## config.mk

```make
export PLATFORM = sky130hd
export DESIGN_NAME = fpmd_prep
export DESIGN_NICKNAME = d
export VERILOG_FILES = /design/src/sv/fpmd_pkg.sv /design/src/sv/fpmd_prep.sv
export SDC_FILE = /design/constraint.sdc
export NUM_CORES = 1
export LEC_CHECK = 0
export ABC_AREA = 1
export BUFFER_PORTS_ARGS = -buffer_cell sky130_fd_sc_hd__buf_2
export CORE_AREA = 10 10 143 112
export CTS_CLUSTER_SIZE = 28
export DETAILED_ROUTE_END_ITERATION = 16
export DIE_AREA = 0 0 153 122
export PLACE_DENSITY_LB_ADDON = 0.05
export SYNTH_ARGS = -nofsm -noshare
export SYNTH_HDL_FRONTEND = slang
export SYNTH_SLANG_ARGS = --single-unit
export TNS_END_PERCENT = 1
```

## constraint.sdc

```tcl
create_clock -name clock -period 5.8 [get_ports clock]
set_clock_uncertainty 0.2 [all_clocks]
set_input_delay 0.87 -clock clock [delete_from_list [all_inputs] [get_ports clock]]
set_output_delay 0.87 -clock clock [all_outputs]
set_load 0.05 [all_outputs]
```

## src/sv/fpmd_pkg.sv

```systemverilog
// ----------------------------------------------------------------------------
// fpmd_pkg
// Types and constants shared by the fixed-point multiply/divide unit.
// ----------------------------------------------------------------------------
package fpmd_pkg;

   localparam int QUOT_W    = 40;  // |a| * 2^8 with |a| up to 2^31
   localparam int REM_W     = 32;
   localparam int MAG_W     = 32;
   localparam int PROD_W    = 64;
   localparam int WIDE_FRAC = 8;   // Q24.8
   localparam int RECIP_EXP_NARROW = 8;   // 2^(8+s)
   localparam int RECIP_EXP_WIDE   = 16;  // 2^16

   localparam logic [1:0] CMD_MUL   = 2'd0;
   localparam logic [1:0] CMD_DIV   = 2'd1;
   localparam logic [1:0] CMD_RECIP = 2'd2;
   localparam logic [1:0] CMD_RSVD  = 2'd3;  // no operation, result 0

   typedef struct packed {
      logic              valid;
      logic [1:0]        cmd;
      logic              wide;
      logic [3:0]        shift;   // scaling shift for multiply
      logic              neg;
      logic              dz;
      logic [MAG_W-1:0]  a_mag;
      logic [MAG_W-1:0]  b_mag;
      logic [QUOT_W-1:0] num;
   } prep_type;

   typedef struct packed {
      logic              valid;
      logic [1:0]        cmd;
      logic              wide;
      logic              neg;
      logic              dz;
      logic [31:0]       mres;    // low bits of scaled product magnitude
      logic [REM_W-1:0]  rem;
      logic [QUOT_W-1:0] nq;      // numerator bits shifting out, quotient in
      logic [MAG_W-1:0]  den;
   } div_type;

endpackage

```

## src/sv/fpmd_prep.sv

```systemverilog
// ----------------------------------------------------------------------------
// fpmd_prep
// Operand conditioning: sign split, magnitudes, dividend and zero check.
// ----------------------------------------------------------------------------
module fpmd_prep (
   input  logic              clock,
   input  logic              reset,
   input  logic              en,
   input  logic              in_valid,
   input  logic [1:0]        command,
   input  logic              wide_mode,
   input  logic [3:0]        frac_bits,
   input  logic [31:0]       operand_a,
   input  logic [31:0]       operand_b,
   output fpmd_pkg::prep_type out
);
   import fpmd_pkg::*;

   prep_type    stage_ff, stage_in;
   logic [31:0] a_ext, b_ext;
   logic        sa, sb;
   logic [3:0]  sh;
   logic [4:0]  rexp;

   always_comb begin
      a_ext = wide_mode ? operand_a : {{16{operand_a[15]}}, operand_a[15:0]};
      b_ext = wide_mode ? operand_b : {{16{operand_b[15]}}, operand_b[15:0]};
      sa    = a_ext[31];
      sb    = b_ext[31];
      sh    = wide_mode ? 4'(WIDE_FRAC) : frac_bits;
      rexp  = wide_mode ? 5'(RECIP_EXP_WIDE) : 5'(RECIP_EXP_NARROW) + {1'b0, frac_bits};

      stage_in.valid = in_valid;
      stage_in.cmd   = command;
      stage_in.wide  = wide_mode;
      stage_in.shift = sh;
      stage_in.a_mag = sa ? (~a_ext + 32'd1) : a_ext;
      stage_in.b_mag = sb ? (~b_ext + 32'd1) : b_ext;
      stage_in.neg   = (command == CMD_RECIP) ? sb : (sa ^ sb);
      stage_in.dz    = ((command == CMD_DIV) || (command == CMD_RECIP)) && (b_ext == 32'd0);
      if (command == CMD_RECIP) begin
         stage_in.num = QUOT_W'(1) << rexp;
      end else begin
         stage_in.num = QUOT_W'(stage_in.a_mag) << sh;
      end
   end

   always_ff @(posedge clock) begin
      if (reset) begin
         stage_ff <= '0;
      end else if (en) begin
         stage_ff <= stage_in;
      end
   end

   assign out = stage_ff;
endmodule

```

==> results of run 1 <==
[layout make-up]
class                           instances  area (sq um)
Clock inverter                         13           126
Sequential cell                       114          2280
Timing Repair Buffer                  194           988
Fill cell                            1312          4680
Multi-Input combinational cell        856          4160
Clock buffer                           19           453
Tap cell                              175           219
Inverter                              112           420
[per-layer routing]
metal  routed length (um)  share of wire
met1                12400           0.48
met3                 3050           0.12
met2                10200           0.39
met5                    0              0
met4                  237         0.0091
[path summary, 6_finish.rpt]
kind,cells past startpoint,from,slack [ps],endpoint
worst min register to register,2,out[32],260,out[32]
worst min-delay path,2,out[32],260,out[32]
worst max register to register,2,out[74],4810,out[74]
worst max-delay path,13,wide_mode,2350,out[22]
[power by group]
part | internal, mW | switching (mW)
Clock | 0.616 | 0.413
Combinational | 0.184 | 0.555
Sequential | 0.842 | 0.0283
[stage by stage]
stage | worst slack [ps] | cell area [sq um] | total power, mW | util
5_1_grt | 2070 | 8650 | 2.75 | 0.649
6_report | 2350 | 8650 | 2.64 | 0.649
3_3_place_gp | 2050 | 8070 | 1.61 | 0.605
3_5_place_dp | 1980 | 8070 | 1.61 | 0.605
4_1_cts | 2410 | 8650 | 2.64 | 0.649
2_1_floorplan | 3210 | 7180 | 1.42 | -
[critical path, delay by kind of cell]
family	cells	cell delay, ps
and+or+nand+nor	9	1390
buffers and inverters	2	880
AOI/OAI and AO/OA	2	450
[synth_stat cells, types with 2 or more instances]
cell | count | area [sq um]
sky130_fd_sc_hd__nand2_1 | 315 | 1180
sky130_fd_sc_hd__nand2_2 | 11 | 68.8
sky130_fd_sc_hd__nand3b_1 | 3 | 22.5
sky130_fd_sc_hd__dfxtp_1 | 114 | 2280
sky130_fd_sc_hd__clkbuf_1 | 32 | 120
sky130_fd_sc_hd__o21ai_2 | 4 | 35.0
sky130_fd_sc_hd__nand2_4 | 3 | 33.8
sky130_fd_sc_hd__nor3_2 | 4 | 40.0
sky130_fd_sc_hd__ha_1 | 3 | 37.5
sky130_fd_sc_hd__buf_4 | 4 | 30.0
sky130_fd_sc_hd__nor2_1 | 98 | 368
sky130_fd_sc_hd__a21o_1 | 2 | 15.0
sky130_fd_sc_hd__nor2_2 | 7 | 43.8
sky130_fd_sc_hd__xor2_1 | 10 | 87.6
sky130_fd_sc_hd__buf_1 | 6 | 22.5
sky130_fd_sc_hd__nand3_1 | 135 | 676
sky130_fd_sc_hd__inv_2 | 7 | 26.3
sky130_fd_sc_hd__o21ai_0 | 63 | 315
sky130_fd_sc_hd__inv_1 | 104 | 390
sky130_fd_sc_hd__nand4_2 | 2 | 25.0
sky130_fd_sc_hd__nor2_4 | 4 | 45.0
sky130_fd_sc_hd__a31oi_1 | 9 | 56.3
sky130_fd_sc_hd__buf_6 | 4 | 45.0
sky130_fd_sc_hd__buf_2 | 17 | 85.1
sky130_fd_sc_hd__or2_2 | 2 | 12.5
sky130_fd_sc_hd__o21ai_1 | 21 | 105
sky130_fd_sc_hd__xnor2_1 | 7 | 61.3
sky130_fd_sc_hd__a21oi_1 | 93 | 465
sky130_fd_sc_hd__nor3_1 | 8 | 40.0
sky130_fd_sc_hd__nand4_1 | 8 | 50.1
sky130_fd_sc_hd__a21oi_2 | 2 | 17.5
sky130_fd_sc_hd__o211ai_1 | 19 | 143
sky130_fd_sc_hd__o221ai_1 | 15 | 131
[cell families (layout without fill, tap and decap cells)]
kind of cell,Yosys count,in the layout,share of synthesized area
compound gates,230,230,0.182
simple gates,606,606,0.371
flops,114,114,0.318
xor+xnor,17,17,0.0207
fa+ha+maj,3,3,0.00523
buf+inv,176,338,0.103
==> metrics.log, run 1 <==
INFO  metric outcome = finished clean
INFO  metric number_of_buffers_inserted_by_hold_repair_at_cts = 0
INFO  metric clk_pin_slew_worst_paths = 60 ps
INFO  metric core_area = 13300 sq um
INFO  metric detail_route.wl_per_cell = 17.5 um
INFO  metric first_global_vias = 7211
INFO  metric worstMarginPinSlew = 901 ps
INFO  metric clk_latency = 420 ps
INFO  metric synth_cells = 1146
INFO  metric synth_edf_count = 0
INFO  metric crit_required = 5960 ps
INFO  metric final_period_minus_worst_setup_slack = 3450 ps
INFO  metric ys.warnings.count = 0
INFO  metric layout-drive-gt1-share = 0.213
INFO  metric nets = 1373
INFO  metric slew_viol_final = 0
INFO  metric layout-area-overhead-vs-synth = 20.4%
INFO  metric setup.worst_path.class = in -> reg
INFO  metric groute.layer.met3.usage = 0.0789
INFO  metric start_util = 0.539
INFO  metric clk_root_buffer_cell = sky130_fd_sc_hd__clkbuf_16
INFO  metric largest_register_ff_count = 114
INFO  metric holdCritPathClass = reg -> reg
INFO  metric final_cell_mix = 315 x sky130_fd_sc_hd__nand2_1, 187 x sky130_fd_sc_hd__buf_2, 135 x sky130_fd_sc_hd__nand3_1
INFO  metric top_level_ports = 189
INFO  metric timing.hold.ws = 261 ps
INFO  metric groute.usage.overall = 0.267
INFO  metric cts_setup_buffers = 0
INFO  metric setup-tns-final = 0 ps
INFO  metric crit_path_max_fanout = 44
INFO  metric hpwlAfterDp = 19400 um
INFO  metric route.final.wire_length = 25900 um
INFO  metric detailedRoute.firstIterationViolations = 1054
INFO  metric grt.busiest_layer = met1
INFO  metric detail-route-antenna-nets = 0
INFO  metric crit_arrival = 3610 ps
INFO  metric dp_cells = 1451
INFO  metric cp_slowest_cell = sky130_fd_sc_hd__buf_2
INFO  metric worst_ir_drop_vdd = 0.000286 V
INFO  metric most_common_cell_after_layout_fill_and_taps_aside = sky130_fd_sc_hd__nand2_1
INFO  metric synthesis.area_per_instance = 6.27 sq um
INFO  metric cell_seen_most_often_among_critical_path_stages = sky130_fd_sc_hd__nand3_1
INFO  metric leak_pwr = 4.56 nW
INFO  metric setup_repair_after_global_routing_missed_its_margin = no
INFO  metric timing.critical_path.cells = buf_2, inv_2, nand2_4, nand2_4, o21ai_1, nand3_1, nand3_1, nand3_1, nand3_1, nand2_1, nand2_1, nand3_1, a21oi_1
INFO  metric max_freq = 290 MHz
INFO  metric hold_viol_final = 0
INFO  metric globalRouteOverflowTotal = 0
INFO  metric max-cap-violations = 0
INFO  metric routed_via_density = 5.55
INFO  metric h-tree-depth = 4
INFO  metric tritoncts = done
INFO  metric post_layout_nonfiller_instances = 1483
INFO  metric ys_seq_elements = 114
INFO  metric drt_pre_antenna_iters = 5
INFO  metric startpoint_types = input port
INFO  metric drc = 0
INFO  metric postSynthNetCount = 1224
INFO  metric post_synth_instance_area = 7180 sq um
INFO  metric grt_antenna_before_repair = 0
INFO  metric cts_max_path_buffers = 2
INFO  metric post_cts_resized = 0
INFO  metric globalRouteMet1Util = 0.400
INFO  metric cp-end-kind = flip-flop
INFO  metric synth_async_sr_flop_share = 0
INFO  metric place.port_buffers = 188
INFO  metric timing.final.crit_share = 0.595
INFO  metric timing.max_slew.rel_slack = 0.399
INFO  metric met2_usage = 0.363
INFO  metric p_per_area = 305 nW/um^2
INFO  metric synth_seq_area_share = 0.318
INFO  metric clock-sinks = 114
INFO  metric cts_buffers = 17
INFO  metric die_w = 153 um
INFO  metric global_route_wire_length_before_repair = 40300 um
INFO  metric dr_total_vias = 8238
INFO  metric largest_net_degree_at_the_start_of_global_routing = 93
INFO  metric n_antenna_cell = 0
INFO  metric cpPeakStageDelay = 680 ps
INFO  metric setup_violations = 0
INFO  metric die_h = 122 um
INFO  metric dominantRegCellSynth = sky130_fd_sc_hd__dfxtp_1
INFO  metric dieArea = 18700 sq um
INFO  metric netlist-cell-type-count = 43
INFO  metric place_congestion = 0.999
INFO  metric rows = 37
No activity file was read; power rests on OpenSTA's default activity.
==> run 2, diff against run 1 <==
--- a/config.mk
+++ b/config.mk
@@ -5,12 +5,12 @@
 export SDC_FILE = /design/constraint.sdc
 export NUM_CORES = 1
 export LEC_CHECK = 0
-export ABC_AREA = 1
+export ABC_AREA = 0
 export BUFFER_PORTS_ARGS = -buffer_cell sky130_fd_sc_hd__buf_2
-export CORE_AREA = 10 10 143 112
+export CORE_AREA = 10 10 139 109
 export CTS_CLUSTER_SIZE = 28
 export DETAILED_ROUTE_END_ITERATION = 16
-export DIE_AREA = 0 0 153 122
+export DIE_AREA = 0 0 149 119
 export PLACE_DENSITY_LB_ADDON = 0.05
 export SYNTH_ARGS = -nofsm -noshare
 export SYNTH_HDL_FRONTEND = slang
==> constraint.sdc (replaced) <==
create_clock -name clock -period 3.4 [get_ports clock]
set_clock_uncertainty 0.2 [all_clocks]
set_input_delay 0.51 -clock clock [delete_from_list [all_inputs] [get_ports clock]]
set_output_delay 0.51 -clock clock [all_outputs]
set_load 0.05 [all_outputs]
==> run 2 against run 1 <==
Against the previous run:
- count of clock-buffer cells in the layout fell by 1
- flip-flop and latch count did not move
- global-route usage rose by 0.49 points
- register-to-register slack got worse by 2600 ps
- critical endpoint is now out[39]
- core utilization rose by 1.4 points
- via count fell by 13%
- synthesized cell count fell by 28%
- hold slack got worse by 120 ps
- highest routed layer unchanged
- synthesized area fell by 11%
- cell count fell by 19%
==> metrics.log, run 2 <==
INFO  metric top_level_ports = 189 (unchanged)
INFO  metric drc = 0 (unchanged)
INFO  metric first_global_vias = 7017 (-2.7%)
INFO  metric final_cell_mix = 187 x sky130_fd_sc_hd__buf_2, 130 x sky130_fd_sc_hd__nor2_1, 114 x sky130_fd_sc_hd__dfxtp_1
INFO  metric most_common_cell_after_layout_fill_and_taps_aside = sky130_fd_sc_hd__buf_2
INFO  metric globalRouteOverflowTotal = 0 (unchanged)
INFO  metric global_route_wire_length_before_repair = 39300 um (-2.5%)
INFO  metric dr_total_vias = 7158 (-13%)
INFO  metric number_of_cells_traversed_by_the_worst_register_to_register_path = 4 (+2)
INFO  metric worstMarginPinSlew = 863 ps (-37.9 ps)
INFO  metric place.port_buffers = 188 (unchanged)
INFO  metric max_freq = 342 MHz
INFO  metric nFillCells = 1095 (-17%)
INFO  metric crit_arrival = 3070 ps (-540 ps)
INFO  metric synth-xor-area-share = 0.0832 (+0.0625)
INFO  metric synth_edf_count = 0 (unchanged)
INFO  metric synth-compound-area-share = 0.228 (+0.0459)
INFO  metric hold_viol_final = 0 (unchanged)
INFO  metric p_per_area = 538 nW/um^2 (+76%)
INFO  metric ys.warnings.count = 0 (unchanged)
INFO  metric place_congestion = 0.974 (-2.5%)
INFO  metric timing.final.crit_share = 0.859
INFO  metric cts_max_path_buffers = 2 (unchanged)
INFO  metric r2r_end = out[18]
INFO  metric postPlaceCellArea = 7750 sq um (-4.0%)
INFO  metric synth_seq_area_share = 0.355 (+0.0377)
INFO  metric number_of_buffers_inserted_by_hold_repair_at_cts = 0 (unchanged)
INFO  metric cp-end-kind = flip-flop
INFO  metric yosysMostFrequentCell = sky130_fd_sc_hd__nor2_1
INFO  metric ys_seq_elements = 114 (unchanged)
INFO  metric nets = 1100 (-20%)
INFO  metric dieArea = 17700 sq um (-5.0%)
INFO  metric timing.hold.ws = 144 ps (-118 ps)
INFO  metric setup_violations = 0 (unchanged)
INFO  metric whs_path_depth = 3 (+1)
INFO  metric synth_async_sr_flop_share = 0 (unchanged)
INFO  metric dp_cells = 1174 (-19%)
INFO  metric totalPowerFinal = 4.50 mW (+70%)
INFO  metric leak_pwr = 3.71 nW (-19%)
INFO  metric groute.usage.overall = 0.272 (+0.00486)
INFO  metric die_w = 149 um (-2.6%)
INFO  metric crit_path_start = operand_a[9]
INFO  metric dpl_worst_slack = 113 ps (-1870 ps)
INFO  metric largest_register_ff_count = 114 (unchanged)
INFO  metric cpPeakStageDelay = 630 ps (-50 ps)
INFO  metric outcome = finished clean
INFO  metric path_length_in_cells_of_the_critical_path = 8 (-5)
INFO  metric endpoint = out[39]
INFO  metric finish.instance_area = 8360 sq um (-3.3%)
INFO  metric post_synth_instance_area = 6420 sq um (-11%)
INFO  metric clk_root_buffer_cell = sky130_fd_sc_hd__clkbuf_16
INFO  metric met2_usage = 0.413 (+0.0496)
INFO  metric cp_slowest_cell = sky130_fd_sc_hd__nor4b_1
INFO  metric rows = 36 (-2.7%)
INFO  metric post_synth_mux_area_share = 0.0727 (+0.0727)
INFO  metric synth_top_area_cell = sky130_fd_sc_hd__dfxtp_1
INFO  metric crit_path_max_fanout = 5 (-89%)
INFO  metric layout-area-overhead-vs-synth = 30.2%
INFO  metric dominantRegCellSynth = sky130_fd_sc_hd__dfxtp_1
INFO  metric synth.top_cells.by_area = sky130_fd_sc_hd__dfxtp_1 36%, sky130_fd_sc_hd__nor2_1 7.6%, sky130_fd_sc_hd__mux2i_1 6.4%
INFO  metric grt_antenna_before_repair = 0 (unchanged)
INFO  metric layout-drive-gt1-share = 0.287 (+0.0744)
INFO  metric globalRouteMet1Util = 0.365 (-0.0343)
INFO  metric netlist-cell-type-count = 60 (+40%)
INFO  metric holdCritPathClass = in -> reg
INFO  metric h-tree-depth = 4 (unchanged)
INFO  metric timing.critical_path.cells = buf_2, or4_1, nor4_1, buf_4, nand4_1, nor4b_1, nand3_1, a21oi_1
INFO  metric multiInputGateArea = 3870 sq um (-6.8%)
INFO  metric startpoint_types = input port
INFO  metric combinational_family_with_the_most_area_after_synthesis = compound AO/OA/AOI/OAI gates
INFO  metric cts_buffers = 17 (unchanged)
INFO  metric final-seq-area = 2280 sq um (unchanged)
INFO  metric routed_via_density = 5.94 (+6.8%)
INFO  metric synth_simple_gate_area_frac = 0.213 (-0.158)
INFO  metric setup-tns-final = 0 ps (unchanged)
INFO  metric setup_repair_after_global_routing_missed_its_margin = no
INFO  metric synth_common_cells = 130 x sky130_fd_sc_hd__nor2_1, 114 x sky130_fd_sc_hd__dfxtp_1, 92 x sky130_fd_sc_hd__nand2_1, 58 x sky130_fd_sc_hd__a21oi_1, 44 x sky130_fd_sc_hd__clkbuf_1
INFO  metric synth_cells = 820 (-28%)
INFO  metric route.final.wire_length = 24500 um (-5.7%)
INFO  metric utilization = 0.663 (+0.0144)
INFO  metric postSynthNetCount = 898 (-27%)
INFO  metric timing.max_slew.rel_slack = 0.422 (+0.0231)
INFO  metric finalWorstSetupSlack = 478 ps (-1870 ps)
INFO  metric setup.worst_path.class = in -> reg
INFO  metric core_area = 12600 sq um (-5.4%)
INFO  metric grt.busiest_layer = met2
INFO  metric n_antenna_cell = 0 (unchanged)
INFO  metric synthDominantCellAreaShare = 0.355 (+0.0377)
INFO  metric detail_route.wl_per_cell = 20.3 um (+16%)
INFO  metric hpwlAfterDp = 18500 um (-4.8%)
INFO  metric detailedRoute.firstIterationViolations = 897 (-15%)
INFO  metric largest_net_degree_at_the_start_of_global_routing = 51 (-45%)
INFO  metric clk_latency = 420 ps (about the same)
INFO  metric worst_ir_drop_vdd = 0.000404 V (+41%)
INFO  metric start_util = 0.509 (-0.0296)
INFO  metric post_cts_resized = 0 (unchanged)
INFO  metric critPathTopFamily = simple AND/OR/NAND/NOR gates
INFO  metric max-cap-violations = 0 (unchanged)
INFO  metric worst-path-buf-inv = 2 (unchanged)
INFO  metric slew_viol_final = 0 (unchanged)
INFO  metric clk_pin_slew_worst_paths = 60 ps (about the same)
INFO  metric die_h = 119 um (-2.5%)
INFO  metric synthAdderAreaFrac = 0.00584 (+0.000620)
INFO  metric tritoncts = done
INFO  metric groute.layer.met3.usage = 0.0889 (+0.0100)
INFO  metric critical_path.reg2reg.startpoint = out[18]
INFO  metric drt_pre_antenna_iters = 6 (+1)
INFO  metric synthesis.area_per_instance = 7.83 sq um (+25%)
INFO  metric r2r_slack = 2230 ps (-2580 ps)
INFO  metric clock-sinks = 114 (unchanged)
INFO  metric detail-route-antenna-nets = 0 (unchanged)
INFO  metric final_period_minus_worst_setup_slack = 2920 ps
INFO  metric cts_setup_buffers = 0 (unchanged)
INFO  metric post_layout_nonfiller_instances = 1206 (-19%)
INFO  metric crit_required = 3540 ps (-2420 ps)
[run 2: cell types whose count changed after synthesis, sizes merged, moves of 21 or more]
| cell | delta |
|---|---|
| nand2 | -237 |
| inv | -100 |
| xor2 | +25 |
| a211oi | +35 |
| mux2i | +41 |
| o21ai | -41 |
| nand3 | -119 |
| nor2 | +21 |
| a21oi | -37 |
[run 2: per-layer routing]
layer	up-vias	wire length (um)
met5	-	0
li1	3360	-
met4	0	297
met3	37	2620
met2	366	10900
met1	3395	10700
[run 2: worst reg2reg max path: cells and delay by family, from the launching register on]
family | cells | cell delay, ps
flops | 1 | 330
compound gates | 3 | 450
simple gates | 1 | 60
[run 2: how the worst min path moves through the flow]
stage                    end       start  slack [ps]
global route        out[113]    in_valid         150
detailed placement   out[35]     out[35]         240
global placement     out[35]     out[35]         230
finish              out[113]    in_valid         140
floorplan           out[112]  command[1]         460
CTS                 out[113]    in_valid         140
[run 2: logic make-up (layout without fill, tap and decap cells)]
logic type,after synthesis,after routing
XOR/XNOR,61,61
flip-flops,114,114
multiplexers,45,45
buffers and inverters,68,283
AND/OR/NAND/NOR,308,308
adder cells (fa/ha/maj),3,3
AO/OA/AOI/OAI,221,221
[run 2: cell type report]
class / instances / share of cell area
inverters: 11 / 0.00494
clock inverters: 14 / 0.0212
well taps: 171 / 0.0256
flip-flops and latches: 114 / 0.273
repair buffers: 240 / 0.159
multi-input cells: 638 / 0.463
clock buffers: 18 / 0.0525
[run 2: report_power, final]
| group | internal (mW) | switching [mW] | leakage, nW |
|---|---|---|---|
| clock | 1.18 | 0.693 | 0.290 |
| combinational | 0.352 | 0.799 | 2.48 |
| sequential | 1.42 | 0.0510 | 0.937 |
| total | 2.95 | 1.54 | 3.71 |
==> run 3, diff against run 2 <==
--- a/config.mk
+++ b/config.mk
@@ -11,7 +11,7 @@
 export CTS_CLUSTER_SIZE = 28
 export DETAILED_ROUTE_END_ITERATION = 16
 export DIE_AREA = 0 0 149 119
-export PLACE_DENSITY_LB_ADDON = 0.05
+export PLACE_DENSITY = 0.83
 export SYNTH_ARGS = -nofsm -noshare
 export SYNTH_HDL_FRONTEND = slang
 export SYNTH_SLANG_ARGS = --single-unit
==> run 3 against run 2 <==
Against the previous run:
- non-clock buffer count fell by 4
- flip-flop and latch count did not move
- largest cell class unchanged
- setup slack got worse by 27 ps
- fmax fell by 0.90%
==> metrics.log, run 3 (same netlist as run 2, synthesis figures left out) <==
INFO  metric n_antenna_cell = 0 (unchanged)
INFO  metric leak_pwr = 3.71 nW (+0.19%)
INFO  metric final_cell_mix = 187 x sky130_fd_sc_hd__buf_2, 130 x sky130_fd_sc_hd__nor2_1, 114 x sky130_fd_sc_hd__dfxtp_1
INFO  metric hold_viol_final = 0 (unchanged)
INFO  metric h-tree-depth = 4 (unchanged)
INFO  metric rows = 36 (unchanged)
INFO  metric dr_total_vias = 7066 (-1.3%)
INFO  metric place.port_buffers = 188 (unchanged)
INFO  metric layout-drive-gt1-share = 0.283 (-0.00374)
INFO  metric crit_path_start = operand_a[0]
INFO  metric startpoint_types = input port
INFO  metric cts_setup_buffers = 0 (unchanged)
INFO  metric max_freq = 339 MHz (-0.90%)
INFO  metric die_w = 149 um (unchanged)
INFO  metric cts_buffers = 17 (unchanged)
INFO  metric detail_route.wl_per_cell = 19.7 um (-3.0%)
INFO  metric nets = 1096 (-0.36%)
INFO  metric cp-end-kind = flip-flop
INFO  metric setup_repair_after_global_routing_missed_its_margin = no
INFO  metric clk_latency = 400 ps (-20 ps)
INFO  metric number_of_buffers_inserted_by_hold_repair_at_cts = 0 (unchanged)
INFO  metric routed_via_density = 5.88 (-0.96%)
INFO  metric first_global_vias = 6736 (-4.0%)
INFO  metric holdCritPathClass = in -> reg
INFO  metric tritoncts = done
INFO  metric setup_violations = 0 (unchanged)
INFO  metric slew_viol_final = 0 (unchanged)
INFO  metric hpwlAfterDp = 17900 um (-2.8%)
INFO  metric drt_pre_antenna_iters = 6 (unchanged)
INFO  metric largest_net_degree_at_the_start_of_global_routing = 53 (+3.9%)
INFO  metric crit_path_max_fanout = 8 (+3)
INFO  metric globalRouteOverflowTotal = 0 (unchanged)
INFO  metric finalWorstSetupSlack = 452 ps (-26.7 ps)
INFO  metric dieArea = 17700 sq um (unchanged)
INFO  metric worstMarginPinSlew = 762 ps (-101 ps)
INFO  metric totalPowerFinal = 4.53 mW (+0.82%)
INFO  metric final_period_minus_worst_setup_slack = 2950 ps (+26.7 ps)
INFO  metric clk_pin_slew_worst_paths = 60 ps (about the same)
INFO  metric cts_max_path_buffers = 2 (unchanged)
INFO  metric place_congestion = 0.999 (+2.5%)
INFO  metric start_util = 0.509 (unchanged)
INFO  metric met2_usage = 0.372 (-0.0413)
INFO  metric worst_ir_drop_vdd = 0.000383 V (-5.0%)
INFO  metric groute.usage.overall = 0.255 (-0.0170)
INFO  metric grt.busiest_layer = met2
INFO  metric drc = 0 (unchanged)
INFO  metric clock-sinks = 114 (unchanged)
INFO  metric timing.max_slew.rel_slack = 0.490 (+0.0674)
INFO  metric layout-area-overhead-vs-synth = 30.5%
INFO  metric detail-route-antenna-nets = 0 (unchanged)
INFO  metric outcome = finished clean
INFO  metric hold_path.startpoint = in_valid
INFO  metric critical_path.reg2reg.startpoint = out[18]
INFO  metric detailedRoute.firstIterationViolations = 790 (-12%)
INFO  metric groute.layer.met3.usage = 0.0742 (-0.0148)
INFO  metric die_h = 119 um (unchanged)
INFO  metric global_route_wire_length_before_repair = 36900 um (-6.0%)
INFO  metric timing.hold.ws = 164 ps (+20.1 ps)
INFO  metric top_level_ports = 189 (unchanged)
INFO  metric post_cts_resized = 0 (unchanged)
INFO  metric core_area = 12600 sq um (unchanged)
INFO  metric max-cap-violations = 0 (unchanged)
INFO  metric p_per_area = 541 nW/um^2 (+0.64%)
INFO  metric route.final.wire_length = 23600 um (-3.4%)
INFO  metric setup-tns-final = 0 ps (unchanged)
INFO  metric globalRouteMet1Util = 0.358 (-0.00771)
INFO  metric crit_arrival = 3020 ps (-50 ps)
INFO  metric clk_root_buffer_cell = sky130_fd_sc_hd__clkbuf_16
INFO  metric largest_register_ff_count = 114 (unchanged)
INFO  metric most_common_cell_after_layout_fill_and_taps_aside = sky130_fd_sc_hd__buf_2
INFO  metric crit_required = 3470 ps (-70 ps)
INFO  metric timing.final.crit_share = 0.867 (+0.00785)
INFO  metric dpl_worst_slack = 105 ps (-7.34 ps)
INFO  metric setup.worst_path.class = in -> reg
INFO  metric grt_antenna_before_repair = 0 (unchanged)
[run 3: final timing paths]
| kind | slack, ps | cells after the start | endpoint |
|---|---|---|---|
| max reg2reg | 2210 | 4 | out[18] |
| min reg2reg | 250 | 2 | out[33] |
| max | 450 | 9 | out[14] |
| min | 160 | 3 | out[113] |
[run 3: worst max-delay path: stages]
cell and delay, ps:
sky130_fd_sc_hd__buf_2 190, sky130_fd_sc_hd__or4_4 610, sky130_fd_sc_hd__o41ai_2 250, sky130_fd_sc_hd__xor2_1 450, sky130_fd_sc_hd__mux2i_1 210, sky130_fd_sc_hd__mux2i_1 280, sky130_fd_sc_hd__mux2i_1 140, sky130_fd_sc_hd__a221oi_1 300
sky130_fd_sc_hd__nor3_1 70
[run 3: through the flow]
step,utilization,cells,instance area [sq um]
2_1_floorplan,-,820,6420
4_1_cts,0.664,1202,8380
5_1_grt,0.664,1202,8380
6_report,0.664,1202,8380
3_3_place_gp,0.614,1170,7740
3_5_place_dp,0.614,1170,7740
[run 3: power breakdown]
part           switching, mW  internal (mW)  leakage [nW]
logic                  0.794          0.342          2.47
registers             0.0483           1.42         0.937
clock network          0.657           1.27         0.307
[run 3: layer usage]
metal	routed length [um]	part of all wire
met1	10500	0.44
met2	9950	0.42
met3	2710	0.11
met4	469	0.020
met5	0	0
[run 3: layout make-up]
| type | instances | area [sq um] |
|---|---|---|
| clock inverters | 12 | 180 |
| clock buffers | 20 | 457 |
| well taps | 171 | 214 |
| multi-input cells | 638 | 3870 |
| flip-flops and latches | 114 | 2280 |
| repair buffers | 236 | 1330 |
| inverters | 11 | 41.3 |
| fillers | 1118 | 4230 |
